**config.mk**
```make
export PLATFORM = sky130hd
export DESIGN_NAME = gfpa_stage
export DESIGN_NICKNAME = d
export VERILOG_FILES = /design/src/hw/rtl/gfpa_pkg.sv /design/src/hw/rtl/gfpa_stage.sv
export SDC_FILE = /design/constraint.sdc
export NUM_CORES = 1
export LEC_CHECK = 0
export BUFFER_PORTS_ARGS = -buffer_cell sky130_fd_sc_hd__buf_4
export CAP_MARGIN = 20
export CORE_AREA = 2 2 624 626
export CTS_CLUSTER_SIZE = 20
export DETAILED_ROUTE_END_ITERATION = 10
export DIE_AREA = 0 0 626 628
export SYNTH_ARGS = -nofsm -noshare
export SYNTH_HDL_FRONTEND = slang
export SYNTH_SLANG_ARGS = --single-unit
```
**constraint.sdc**
```tcl
create_clock -name aclk -period 7.5 [get_ports aclk]
set_input_delay 0.75 -clock aclk [delete_from_list [all_inputs] [get_ports aclk]]
set_output_delay 0.75 -clock aclk [all_outputs]
set_load 0.01 [all_outputs]
```
**src/hw/rtl/gfpa_pkg.sv**
```systemverilog
// ----------------------------------------------------------------------------
// gfpa_pkg
// Field types, GF(2^113) arithmetic and the stage schedule of the adder.
// ----------------------------------------------------------------------------
package gfpa_pkg;

    localparam int FE_W   = 113;
    localparam int HI_W   = 49;
    localparam int LO_W   = 64;
    localparam int A_W    = 32;
    localparam int PROD_W = 2 * FE_W - 1;
    localparam int MAX_SQ = 8;

    typedef logic [FE_W-1:0] fe_t;

    typedef enum logic [2:0] {
        OP_LOADSQ,   // sh = acc^(2^n)
        OP_SQ,       // sh = sh^(2^n)
        OP_MULAS,    // acc = acc * sh
        OP_SQMULU,   // acc = acc^2 * u
        OP_LAM,      // acc = acc^2 * ys  (final inverse square, then lambda)
        OP_X,        // sh = lam^2 + lam + x2 + a ; px = sh + x1
        OP_Y         // py = lam * sh + px + py
    } op_t;

    typedef struct packed {
        fe_t u;
        fe_t ys;
        fe_t px;
        fe_t py;
        fe_t qx;
        fe_t acc;
        fe_t sh;
    } word_t;

    localparam int NSTG = 27;

    localparam op_t STG_OP [NSTG] = '{
        OP_LOADSQ, OP_MULAS, OP_SQMULU,
        OP_LOADSQ, OP_MULAS, OP_SQMULU,
        OP_LOADSQ, OP_MULAS,
        OP_LOADSQ, OP_SQ, OP_MULAS,
        OP_LOADSQ, OP_SQ, OP_SQ, OP_SQ, OP_MULAS,
        OP_LOADSQ, OP_SQ, OP_SQ, OP_SQ, OP_SQ, OP_SQ, OP_SQ, OP_MULAS,
        OP_LAM, OP_X, OP_Y
    };

    localparam logic [3:0] STG_NSQ [NSTG] = '{
        4'd1, 4'd0, 4'd0,
        4'd3, 4'd0, 4'd0,
        4'd7, 4'd0,
        4'd8, 4'd6, 4'd0,
        4'd8, 4'd8, 4'd8, 4'd4, 4'd0,
        4'd8, 4'd8, 4'd8, 4'd8, 4'd8, 4'd8, 4'd8, 4'd0,
        4'd0, 4'd0, 4'd0
    };

    // fold modulo t^113 + t^9 + 1, two passes
    function automatic fe_t fe_reduce(input logic [PROD_W-1:0] p);
        logic [FE_W-2:0] h1;
        logic [FE_W+7:0] r1;
        logic [7:0]      h2;
        fe_t             r;
        h1 = p[PROD_W-1:FE_W];
        r1 = {8'd0, p[FE_W-1:0]} ^ {9'd0, h1} ^ {h1, 9'd0};
        h2 = r1[FE_W+7:FE_W];
        r  = r1[FE_W-1:0] ^ {105'd0, h2} ^ {96'd0, h2, 9'd0};
        return r;
    endfunction

    function automatic fe_t fe_mul(input fe_t a, input fe_t b);
        logic [PROD_W-1:0] p;
        p = '0;
        for (int i = 0; i < FE_W; i++) begin
            if (b[i]) begin
                p = p ^ ({{(FE_W-1){1'b0}}, a} << i);
            end
        end
        return fe_reduce(p);
    endfunction

    function automatic fe_t fe_sqr(input fe_t a);
        logic [PROD_W-1:0] p;
        p = '0;
        for (int i = 0; i < FE_W; i++) begin
            p[2*i] = a[i];
        end
        return fe_reduce(p);
    endfunction

endpackage

```
**src/hw/rtl/gfpa_stage.sv**
```systemverilog
// ----------------------------------------------------------------------------
// gfpa_stage
// One registered pipeline stage: a field multiply or a short squaring run.
// ----------------------------------------------------------------------------
module gfpa_stage
    import gfpa_pkg::*;
#(
    parameter op_t        OP  = OP_SQ,
    parameter logic [3:0] NSQ = 4'd0
) (
    input  logic             aclk,
    input  logic             aresetn,
    input  logic [A_W-1:0]   curve_a,
    input  logic             in_valid,
    output logic             in_ready,
    input  word_t            in_word,
    output logic             out_valid,
    input  logic             out_ready,
    output word_t            out_word
);

    logic  valid_reg;
    word_t word_reg;
    word_t word_next;
    fe_t   sq;

    assign in_ready  = !valid_reg || out_ready;
    assign out_valid = valid_reg;
    assign out_word  = word_reg;

    always_comb begin
        word_next = in_word;
        sq        = (OP == OP_LOADSQ) ? in_word.acc : in_word.sh;
        case (OP)
            OP_LOADSQ, OP_SQ: begin
                for (int j = 0; j < MAX_SQ; j++) begin
                    if (j < int'(NSQ)) begin
                        sq = fe_sqr(sq);
                    end
                end
                word_next.sh = sq;
            end
            OP_MULAS:  word_next.acc = fe_mul(in_word.acc, in_word.sh);
            OP_SQMULU: word_next.acc = fe_mul(fe_sqr(in_word.acc), in_word.u);
            OP_LAM:    word_next.acc = fe_mul(fe_sqr(in_word.acc), in_word.ys);
            OP_X: begin
                word_next.sh = fe_sqr(in_word.acc) ^ in_word.acc ^ in_word.qx
                             ^ {{(FE_W-A_W){1'b0}}, curve_a};
                word_next.px = word_next.sh ^ in_word.px;
            end
            OP_Y: begin
                word_next.py = fe_mul(in_word.acc, in_word.sh) ^ in_word.px
                             ^ in_word.py;
            end
            default: word_next = in_word;
        endcase
    end

    always_ff @(posedge aclk) begin
        if (!aresetn) begin
            valid_reg <= 1'b0;
        end else if (in_ready) begin
            valid_reg <= in_valid;
        end
    end

    always_ff @(posedge aclk) begin
        if (in_ready && in_valid) begin
            word_reg <= word_next;
        end
    end

endmodule

```
==> metrics.md, run 1 <==
| Metric | Value |
|---|---|
| Gpl congestion | 0.9436 |
| Yosys reg bits | 792 |
| Most common cell after layout, fill and taps aside | buf_4 |
| Largest net degree at the start of global routing | 145 |
| Clk buf depth | 4 |
| First-pass DRT Iterations | 5 |
| Via count | 20,234 |
| Initial DRC count | 1,345 |
| FP Rows | 229 |
| Ratio of cells with drive above 1 in the final layout | 54.32% |
| CTS tree | yes |
| Area grow syn2layout | 122.9% |
| PnR worst setup slack | 4.774 ns |
| Mean Syn Cell Area | 29.91 µm² |
| Leak Pwr | 0.02007 µW |
| Vias in the first global route | 20,552 |
| CP Capture Type | register |
| Routed wire per std cell | 36.49 µm |
| Setup WS pre-CTS | 3.984 ns |
| Core Region | 387,100 µm² |
| Pwr/cell area | 245.3 nW/µm² |
| Reg2Reg Depth | 4 |
| Worst-Skew Late Latency | 0.87 ns |
| CP required | 7.98 ns |
| Routed Antenna Nets | 0 |
| CTS Buf Count | 115 |
| WP data arrival | 3.20 ns |
| Worst-path clk slew | 0.06 ns |
| Vias per inst | 2.375 |
| Congestion Overflow GR | 0 |
| Final Skew | 0.02835 ns |
| Relative slew margins | 26.40% |
| GRT Util Overall | 15.32% |
| Most frequent cells in the layout | buf_4, edfxtp_1, dlygate4sd3_1, clkbuf_16, clkinv_2 |
| Root Buffer | clkbuf_16 |
| Final Hold Viols | 0 |
| WL final | 310.8 mm |
| Post-synthesis cell area | 23,810 µm² |
| Netlist cell types | 6 |
| Worst Setup Start Kind | register |
| Final instance area | 53,070 µm² |
| Crit path time final | 2.726 ns |
| Area of placed instances | 42,380 µm² |
| Initial Utilization | 6.151% |
| DIE AREA | 393,100 µm² |
| Resized Gates After CTS | 0 |
| I/O pins | 1,620 |
| Mapped Nets | 1,623 |
| Max-slew violation count | 0 |
| Fin crit share | 36.35% |
| First-pass GRT wire length | 354.6 mm |
| Initial antenna violation count | 320 |
| Max Fclk | 366.8 MHz |
| VDD IR max | 0.1926 mV |
| Sum Neg Setup Slack | 0 ns |
| Die width | 626 µm |
| Nets | 4,011 |
| Port Buffers | 1,587 |
| CTS HTree Levels | 3 |
| RSZ-0062 raised after global routing | false |
| Synth Warn # | 0 |
| Status | finished, final reports clean |
| Sequential area share after synthesis | 99.84% |
| Crit Path Max Fanout | 83 |
| Synth Instances | 796 |
| Final setup viols | 0 |
| Residual DRC | 0 |
| WS Path Type | register to register |
| Hold crit path type | primary input to register |
| Max cap viols | 0 |
| Die boundary height | 628 µm |
| Clock sink total | 792 |
| Cell depth of the worst hold path | 1 |
| Worst-Margin Slew | 1.104 ns |
| Post-DP HPWL | 277.4 mm |
==> power breakdown <==
| group | switching [µW] | total (µW) | internal [µW] |
|---|---|---|---|
| logic | 1060 | 1850 | 792 |
| clock network | 2450 | 5840 | 3400 |
| registers | 129 | 5320 | 5190 |
| total | 3640 | 13000 | 9380 |
==> sequential cells by signal, indices dropped and copies added, names as in the netlist <==
name,cells
out_valid,1
out_word,791
==> stage by stage <==
stage	util [%]	cells	hold WS, ns	total power, µW
after floorplan	-	796	0.5460	5614
final	13.71	8518	0.08742	13020
after global placement	10.95	7592	0.5015	6920
after CTS	13.68	8472	0.0003974	13420
after global routing	13.70	8495	0.01987	13560
after detailed placement	10.95	7592	0.5020	6918
==> routing by layer <==
layer  up-vias  GRT usage [%]  share of wire, %
li1       8161              -                 -
met1      9777          17.77                39
met2      1493          24.55                45
met3       703          8.311                13
met4       100          3.541               3.1
met5         -              0              0.21
==> synth_stat cells <==
cell	count	area share [%]
inv_1	1	0.016
and2_4	1	0.037
a21boi_2	1	0.047
nand2b_4	1	0.058
dfxtp_1	1	0.084
edfxtp_1	791	100
==> critical path, cell delays in order, from the launching register on <==
cell	delay, ns
dfxtp_1	0.34
nand2b_4	0.09
and2_4	0.63
buf_12	0.52
buf_4	0.70
==> worst paths after layout <==
| check | startpoint | endpoint | slack (ns) |
|---|---|---|---|
| worst max-delay path | out_valid | out_word[352] | 4.77 |
| worst min-delay path | in_word[84] | out_word[84] | 0.09 |
| worst max register to register | out_valid | out_word[352] | 4.77 |
| worst min register to register | out_valid | out_valid | 0.52 |
==> area by class of cell <==
| class | instances | area, µm² |
|---|---|---|
| repair buffers | 2271 | 18790 |
| inverters | 1 | 3.754 |
| flip-flops and latches | 792 | 23770 |
| clock buffers | 130 | 2934 |
| diodes | 46 | 115.1 |
| clock inverters | 78 | 919.6 |
| fillers | 43350 | 334000 |
| multi-input cells | 3 | 33.78 |
| well taps | 5197 | 6502 |
==> kinds of logic after synthesis <==
group	after synthesis	synth area share (%)
compound gates	1	0.04729
buf+inv	1	0.01575
flops	792	99.84
simple gates	2	0.09458
==> repair_timing <==
item | 4_1_cts | 5_1_grt
setup buffers | 0 | 0
hold endpoints to repair | 672 | 0
hold buffers | 672 | 0
Note: power is estimated with default switching activity, not from simulation.
==> inputs of run 2 (changes only) <==
--- a/config.mk
+++ b/config.mk
@@ -7,10 +7,10 @@
 export LEC_CHECK = 0
 export BUFFER_PORTS_ARGS = -buffer_cell sky130_fd_sc_hd__buf_4
 export CAP_MARGIN = 20
-export CORE_AREA = 2 2 624 626
+export CORE_AREA = 2 2 638 640
 export CTS_CLUSTER_SIZE = 20
 export DETAILED_ROUTE_END_ITERATION = 10
-export DIE_AREA = 0 0 626 628
+export DIE_AREA = 0 0 640 642
 export SYNTH_ARGS = -nofsm -noshare
 export SYNTH_HDL_FRONTEND = slang
 export SYNTH_SLANG_ARGS = --single-unit
==> constraint.sdc (replaced) <==
create_clock -name aclk -period 2.2 [get_ports aclk]
set_input_delay 0.22 -clock aclk [delete_from_list [all_inputs] [get_ports aclk]]
set_output_delay 0.22 -clock aclk [all_outputs]
set_load 0.01 [all_outputs]
==> metrics.md, run 2 (synthesis results as in run 1) <==
| Metric | Value |
|---|---|
| Gpl congestion | 0.8875 (-5.9%) |
| Ratio of cells with drive above 1 in the final layout | 49.75% (-4.6 points) |
| CTS tree | yes |
| Worst-path clk slew | 0.07 ns (about the same) |
| Worst-Skew Late Latency | 0.88 ns (about the same) |
| Most frequent cells in the layout | buf_4, dlygate4sd3_1, edfxtp_1, clkbuf_16 |
| DIE AREA | 410,900 µm² (+4.5%) |
| Clk buf depth | 4 (unchanged) |
| Root Buffer | clkbuf_16 |
| Pint | 31,410 µW (+230%) |
| Largest net degree at the start of global routing | 80 (-45%) |
| Via count | 21,925 (+8.4%) |
| Clock sink total | 792 (unchanged) |
| Net Sw Frac | 27.89% (-0.053 points) |
| Post-DP HPWL | 289.5 mm (+4.3%) |
| Port Buffers | 1,587 (unchanged) |
| Pwr/cell area | 768.7 nW/µm² (+210%) |
| Worst-Margin Slew | 0.5265 ns (-0.5774 ns) |
| Max reg flops | 791 (unchanged) |
| Critical R2R Launch | out_valid |
| Area grow syn2layout | 138.0% |
| GRT Util Overall | 15.09% (-0.22 points) |
| CP Capture Type | output pin |
| Routed wire per std cell | 35.26 µm (-3.4%) |
| Worst Setup Start Kind | register |
| Fin crit share | 86.37% |
| RSZ-0062 raised after global routing | false |
| Resized Gates After CTS | 0 (unchanged) |
| Crit Path Max Fanout | 1 (-99%) |
| Min-delay src | in_word[224] |
| Hold crit path type | primary input to register |
| Crit path max-delay cell type | edfxtp_1 |
| Routed Antenna Nets | 0 (unchanged) |
| Core Region | 404,300 µm² (+4.5%) |
| Most common cell after layout, fill and taps aside | buf_4 |
| VDD IR max | 0.5898 mV (+210%) |
| Comb pwr share | 16.0% (+1.8 points) |
| Final Skew | 0.03551 ns (+0.007153 ns) |
| WHS Endpoint | out_word[224] |
| Slowest stage delay, CP | 0.55 ns (-0.15 ns) |
| Final setup viols | 0 (unchanged) |
| Status | finished, final reports clean |
| Die width | 640 µm (+2.2%) |
| Sequential Power Share | 41.6% (+0.7 points) |
| Max cap viols | 0 (unchanged) |
| Initial DRC count | 1,545 (+15%) |
| Initial antenna violation count | 355 (+11%) |
| Die boundary height | 642 µm (+2.2%) |
| Critical-path cell list | buf_4 |
| Power share of the clock group | 42.4% (-2.5 points) |
| WL final | 320.6 mm (+3.1%) |
| WP data arrival | 1.68 ns (-1.52 ns) |
| First-pass DRT Iterations | 5 (unchanged) |
| Register-to-register path setup slack | 0.39 ns (-4.38 ns) |
| Final Hold Viols | 0 (unchanged) |
| Relative slew margins | 64.78% (+38 points) |
| CTS HTree Levels | 3 (unchanged) |
| Post-CTS Setup Inserts | 0 (unchanged) |
| FP Rows | 234 (+2.2%) |
| Top delay family on crit path | flip-flops |
| Max Fclk | 526.3 MHz |
| WS Path Type | register to output pin |
| Area of placed instances | 43,090 µm² (+1.7%) |
| CTS Buf Count | 111 (-3.5%) |
| Vias per inst | 2.411 (+1.5%) |
| Max-slew violation count | 0 (unchanged) |
| CP required | 1.98 ns (-6.00 ns) |
| Reg2Reg Depth | 5 (+1) |
| Congestion Overflow GR | 0 (unchanged) |
| Nets | 4,353 (+8.5%) |
| Vias in the first global route | 22,257 (+8.3%) |
| Switching Power | 12,150 µW (+230%) |
| Hold WS | 0.09658 ns (+0.009157 ns) |
| Buf+Inv Stages, Crit Path | 1 (-1) |
| Crit path time final | 1.900 ns |
| Initial Utilization | 5.889% (-0.26 points) |
| Residual DRC | 0 (unchanged) |
| Leak Pwr | 0.02146 µW (+6.9%) |
| Final instance area | 56,670 µm² (+6.8%) |
| I/O pins | 1,620 (unchanged) |
| Reg2Reg Capture Point | out_word[669] |
| First-pass GRT wire length | 368.2 mm (+3.8%) |
| Cell depth of the worst hold path | 2 (+1) |
run 2: cell types whose count changed in the layout (fill, tap and decap cells not counted), sizes merged:
cell,before,now
buf,1599,1630
bufinv,17,11
clkbuf,130,126
clkinv,50,42
clkinvlp,7,5
diode,46,54
dlygate4sd3,672,987
inv,5,14
run 2: how the worst max path moves through the flow:
stage                       start  slack [ns]            end  cells past startpoint
floorplan               out_valid       -4.16    out_word[0]                      2
detailed placement      out_ready        0.35   out_word[76]                      6
global placement        out_ready        0.33   out_word[99]                      6
global route        out_word[530]        0.17  out_word[530]                      1
CTS                 out_word[530]        0.11  out_word[530]                      1
finish              out_word[530]        0.30  out_word[530]                      1
run 2: area by class of cell:
cell class              count  area [µm²]
fillers                 45039      347700
flip-flops and latches    792       23770
repair buffers           2617       22370
well taps                5428        6792
clock buffers             126        2834
clock inverters            71       726.9
diodes                     54       135.1
multi-input cells           3       33.78
inverters                   1       3.754
run 2: stage by stage:
stage,power [µW],setup TNS [ns],instances,utilization (%),setup WS [ns]
finish,43560,0,9092,14.01,0.2998
global route,45190,0,9066,14.00,0.1719
CTS,44710,0,9038,13.98,0.1133
detailed placement,23690,0,7854,10.66,0.3501
global placement,23680,0,7854,10.66,0.3347
floorplan,19140,-3288.90,796,-,-4.158
run 2: metal layers:
metal | wire (µm) | vias up | global-route usage [%]
met4 | 11160 | 148 | 3.563
met5 | 927 | - | 0
li1 | - | 8842 | -
met2 | 158400 | 1633 | 26.85
met3 | 44400 | 787 | 9.277
met1 | 105700 | 10515 | 14.65
run 2: power groups by stage:
stage	sequential [µW]	combinational, µW	clock (µW)
after CTS	18100	7320	19300
after detailed placement	18400	5260	0
after floorplan	18900	265	0
after global routing	18200	7440	19600
after global placement	18400	5260	0
final	18100	6990	18500
run 2: repair_timing:
item                                    4_1_cts  5_1_grt
hold buffers                                987        0
endpoints found under the setup margin        0        0
endpoints found under the hold margin       792        0
==> inputs of run 3 (changes only) <==
==> config.mk (replaced) <==
export PLATFORM = sky130hd
export DESIGN_NAME = gfpa_stage
export DESIGN_NICKNAME = d
export VERILOG_FILES = /design/src/hw/rtl/gfpa_pkg.sv /design/src/hw/rtl/gfpa_stage.sv
export SDC_FILE = /design/constraint.sdc
export NUM_CORES = 1
export LEC_CHECK = 0
export CAP_MARGIN = 20
export CORE_AREA = 2 2 625 627
export CTS_CLUSTER_SIZE = 20
export DETAILED_ROUTE_END_ITERATION = 10
export DIE_AREA = 0 0 627 629
export DONT_BUFFER_PORTS = 1
export SYNTH_ARGS = -nofsm -noshare
export SYNTH_HDL_FRONTEND = slang
export SYNTH_SLANG_ARGS = --single-unit
==> metrics.md, run 3 (synthesis results as in run 1) <==
| Metric | Value |
|---|---|
| Register-to-register path setup slack | 0.15 ns (-0.24 ns) |
| Cell depth of the worst hold path | 1 (-1) |
| Most frequent cells in the layout | dlygate4sd3_1, edfxtp_1, clkbuf_16, buf_12, buf_4 |
| Reg2Reg Capture Point | out_word[218] |
| Root Buffer | clkbuf_16 |
| Worst-Skew Late Latency | 0.87 ns (about the same) |
| First-pass GRT wire length | 349.0 mm (-5.2%) |
| Multi-input logic area | 33.78 µm² (unchanged) |
| WP data arrival | 2.53 ns (+0.85 ns) |
| Slowest stage delay, CP | 0.40 ns (-0.15 ns) |
| I/O pins | 1,620 (unchanged) |
| WL final | 314.2 mm (-2.0%) |
| CTS Buf Count | 102 (-8.1%) |
| Initial Utilization | 6.142% (+0.25 points) |
| Critical R2R Launch | out_valid |
| Most common cell after layout, fill and taps aside | dlygate4sd3_1 |
| DIE AREA | 394,400 µm² (-4.0%) |
| Final Skew | 0.06069 ns (+0.02518 ns) |
| Die boundary height | 629 µm (-2.0%) |
| Final setup viols | 0 (unchanged) |
| Post-DP HPWL | 283.2 mm (-2.1%) |
| Storage element area | 23,770 µm² (unchanged) |
| WHS Endpoint | out_word[540] |
| Routed Antenna Nets | 0 (unchanged) |
| Ratio of cells with drive above 1 in the final layout | 9.920% (-40 points) |
| Most frequent CP cell | buf_12 |
| Vias in the first global route | 15,818 (-29%) |
| Routed wire per std cell | 42.40 µm (+20%) |
| CTS tree | yes |
| GRT Util Overall | 15.39% (+0.30 points) |
| Core Region | 387,700 µm² (-4.1%) |
| Max reg flops | 791 (unchanged) |
| Critical-path cell list | nand2b_4 > and2_4 > buf_12 > buf_12 |
| Final core occ | 11.83% (-2.2 points) |
| Max-slew violation count | 0 (unchanged) |
| Worst-Margin Slew | 0.8058 ns (+0.2792 ns) |
| FP Rows | 229 (-2.1%) |
| Relative slew margins | 46.40% (-18 points) |
| Max cap viols | 0 (unchanged) |
| CTS HTree Levels | 3 (unchanged) |
| Max Fclk | 487.6 MHz (-7.3%) |
| RSZ-0062 raised after global routing | false |
| Min-delay src | in_word[540] |
| Vias per inst | 2.290 (-5.0%) |
| CP Capture Type | register |
| WS Path Type | register to register |
| First-pass DRT Iterations | 4 (-1) |
| Final Hold Viols | 0 (unchanged) |
| Resized Gates After CTS | 0 (unchanged) |
| Fin crit share | 93.21% (+6.8 points) |
| Worst-path clk slew | 0.06 ns (about the same) |
| Worst Setup Start Kind | register |
| Pwr/cell area | 906.9 nW/µm² (+18%) |
| Leak Pwr | 0.01439 µW (-33%) |
| Crit path max-delay cell type | and2_4 |
| CP required | 2.67 ns (+0.69 ns) |
| Via count | 16,974 (-23%) |
| Nets | 2,885 (-34%) |
| Congestion Overflow GR | 0 (unchanged) |
| Post-CTS Setup Inserts | 0 (unchanged) |
| Setup WS pre-CTS | 0.1828 ns (-0.1673 ns) |
| Gpl congestion | 1.143 (+29%) |
| Reg2Reg Depth | 4 (-1) |
| PnR worst setup slack | 0.1493 ns (-0.1505 ns) |
| Initial antenna violation count | 416 (+17%) |
| Status | finished, final reports clean |
| Port Buffers | 0 (-100%) |
| Crit Path Max Fanout | 89 (+88) |
| Die width | 627 µm (-2.0%) |
| Clk buf depth | 4 (unchanged) |
| Clock sink total | 792 (unchanged) |
| Crit path time final | 2.051 ns (+0.1505 ns) |
| VDD IR max | 0.6324 mV (+7.2%) |
| Area grow syn2layout | 92.56% |
| Largest net degree at the start of global routing | 90 (+13%) |
| Residual DRC | 0 (unchanged) |
| Filler Cell Count | 43,255 (-4.0%) |
| Initial DRC count | 1,458 (-5.6%) |
| Hold crit path type | primary input to register |
==> run 3: cell types whose count changed in the layout (fill, tap and decap cells not counted), moves of 5 or more <==
cell | before | now
clkbuf_16 | 111 | 103
inv_6 | 8 | 14
clkinv_1 | 20 | 14
diode_2 | 54 | 77
buf_12 | 20 | 25
bufinv_16 | 11 | 18
dlygate4sd3_1 | 987 | 1112
clkinv_2 | 14 | 8
buf_4 | 1610 | 21
clkbuf_1 | 15 | 7
==> run 3: area by class of cell <==
cell class,count,share of cell area (%)
sequential,792,51.85
tap,5197,14.18
timing repair buffer,1158,25.71
clock buffer,110,5.679
inverter,1,0.008187
clock inverter,73,2.071
multi-input combinational,3,0.07368
antenna,77,0.4203
==> run 3: how the worst max path moves through the flow <==
stage	start	to
2_1_floorplan	out_valid	out_word[0]
3_5_place_dp	out_valid	out_word[369]
5_1_grt	out_valid	out_word[218]
4_1_cts	out_word[467]	out_word[467]
6_report	out_valid	out_word[218]
3_3_place_gp	out_valid	out_word[716]
==> run 3: repair_timing <==
action	in CTS	in global routing
hold buffers	1112	0
endpoints found under the hold margin	810	0
setup endpoints to repair	0	0
==> run 3: power by group <==
group	switching, µW	total (µW)	leakage [µW]	internal [µW]
sequential	2580	20300	0.00766	17800
combinational	1360	2850	0.00500	1480
clock	7630	18400	0.00173	10800
total	11600	41600	0.0144	30000
==> run 3: critical path: cells and delay by family (launching register included) <==
| kind | cells | cell delay [ns] |
|---|---|---|
| AND/OR/NAND/NOR | 2 | 0.52 |
| buffers and inverters | 2 | 0.60 |
| flip-flops | 1 | 0.38 |
==> run 3: per-layer routing <==
metal  routed length [µm]  vias up  track usage [%]
met3                63250      817            13.89
met5                  824        -                0
met2               156900     1971            27.71
met4                 9253      134            2.578
met1                83960     8120            12.31
li1                     -     5932                -
==> run 3: through the flow <==
stage               cells  setup TNS, ns  hold WS [ns]  instance area, µm²  total power (µW)
global placement     6039              0        0.3189               30970             21330
floorplan             796       -3288.90        0.3189               23810             19140
finish               7411              0       0.04529               45850             41580
CTS                  7334              0     0.0003514               45660             42420
detailed placement   6039              0        0.3189               30970             21340
global route         7374              0       0.01604               45760             43000
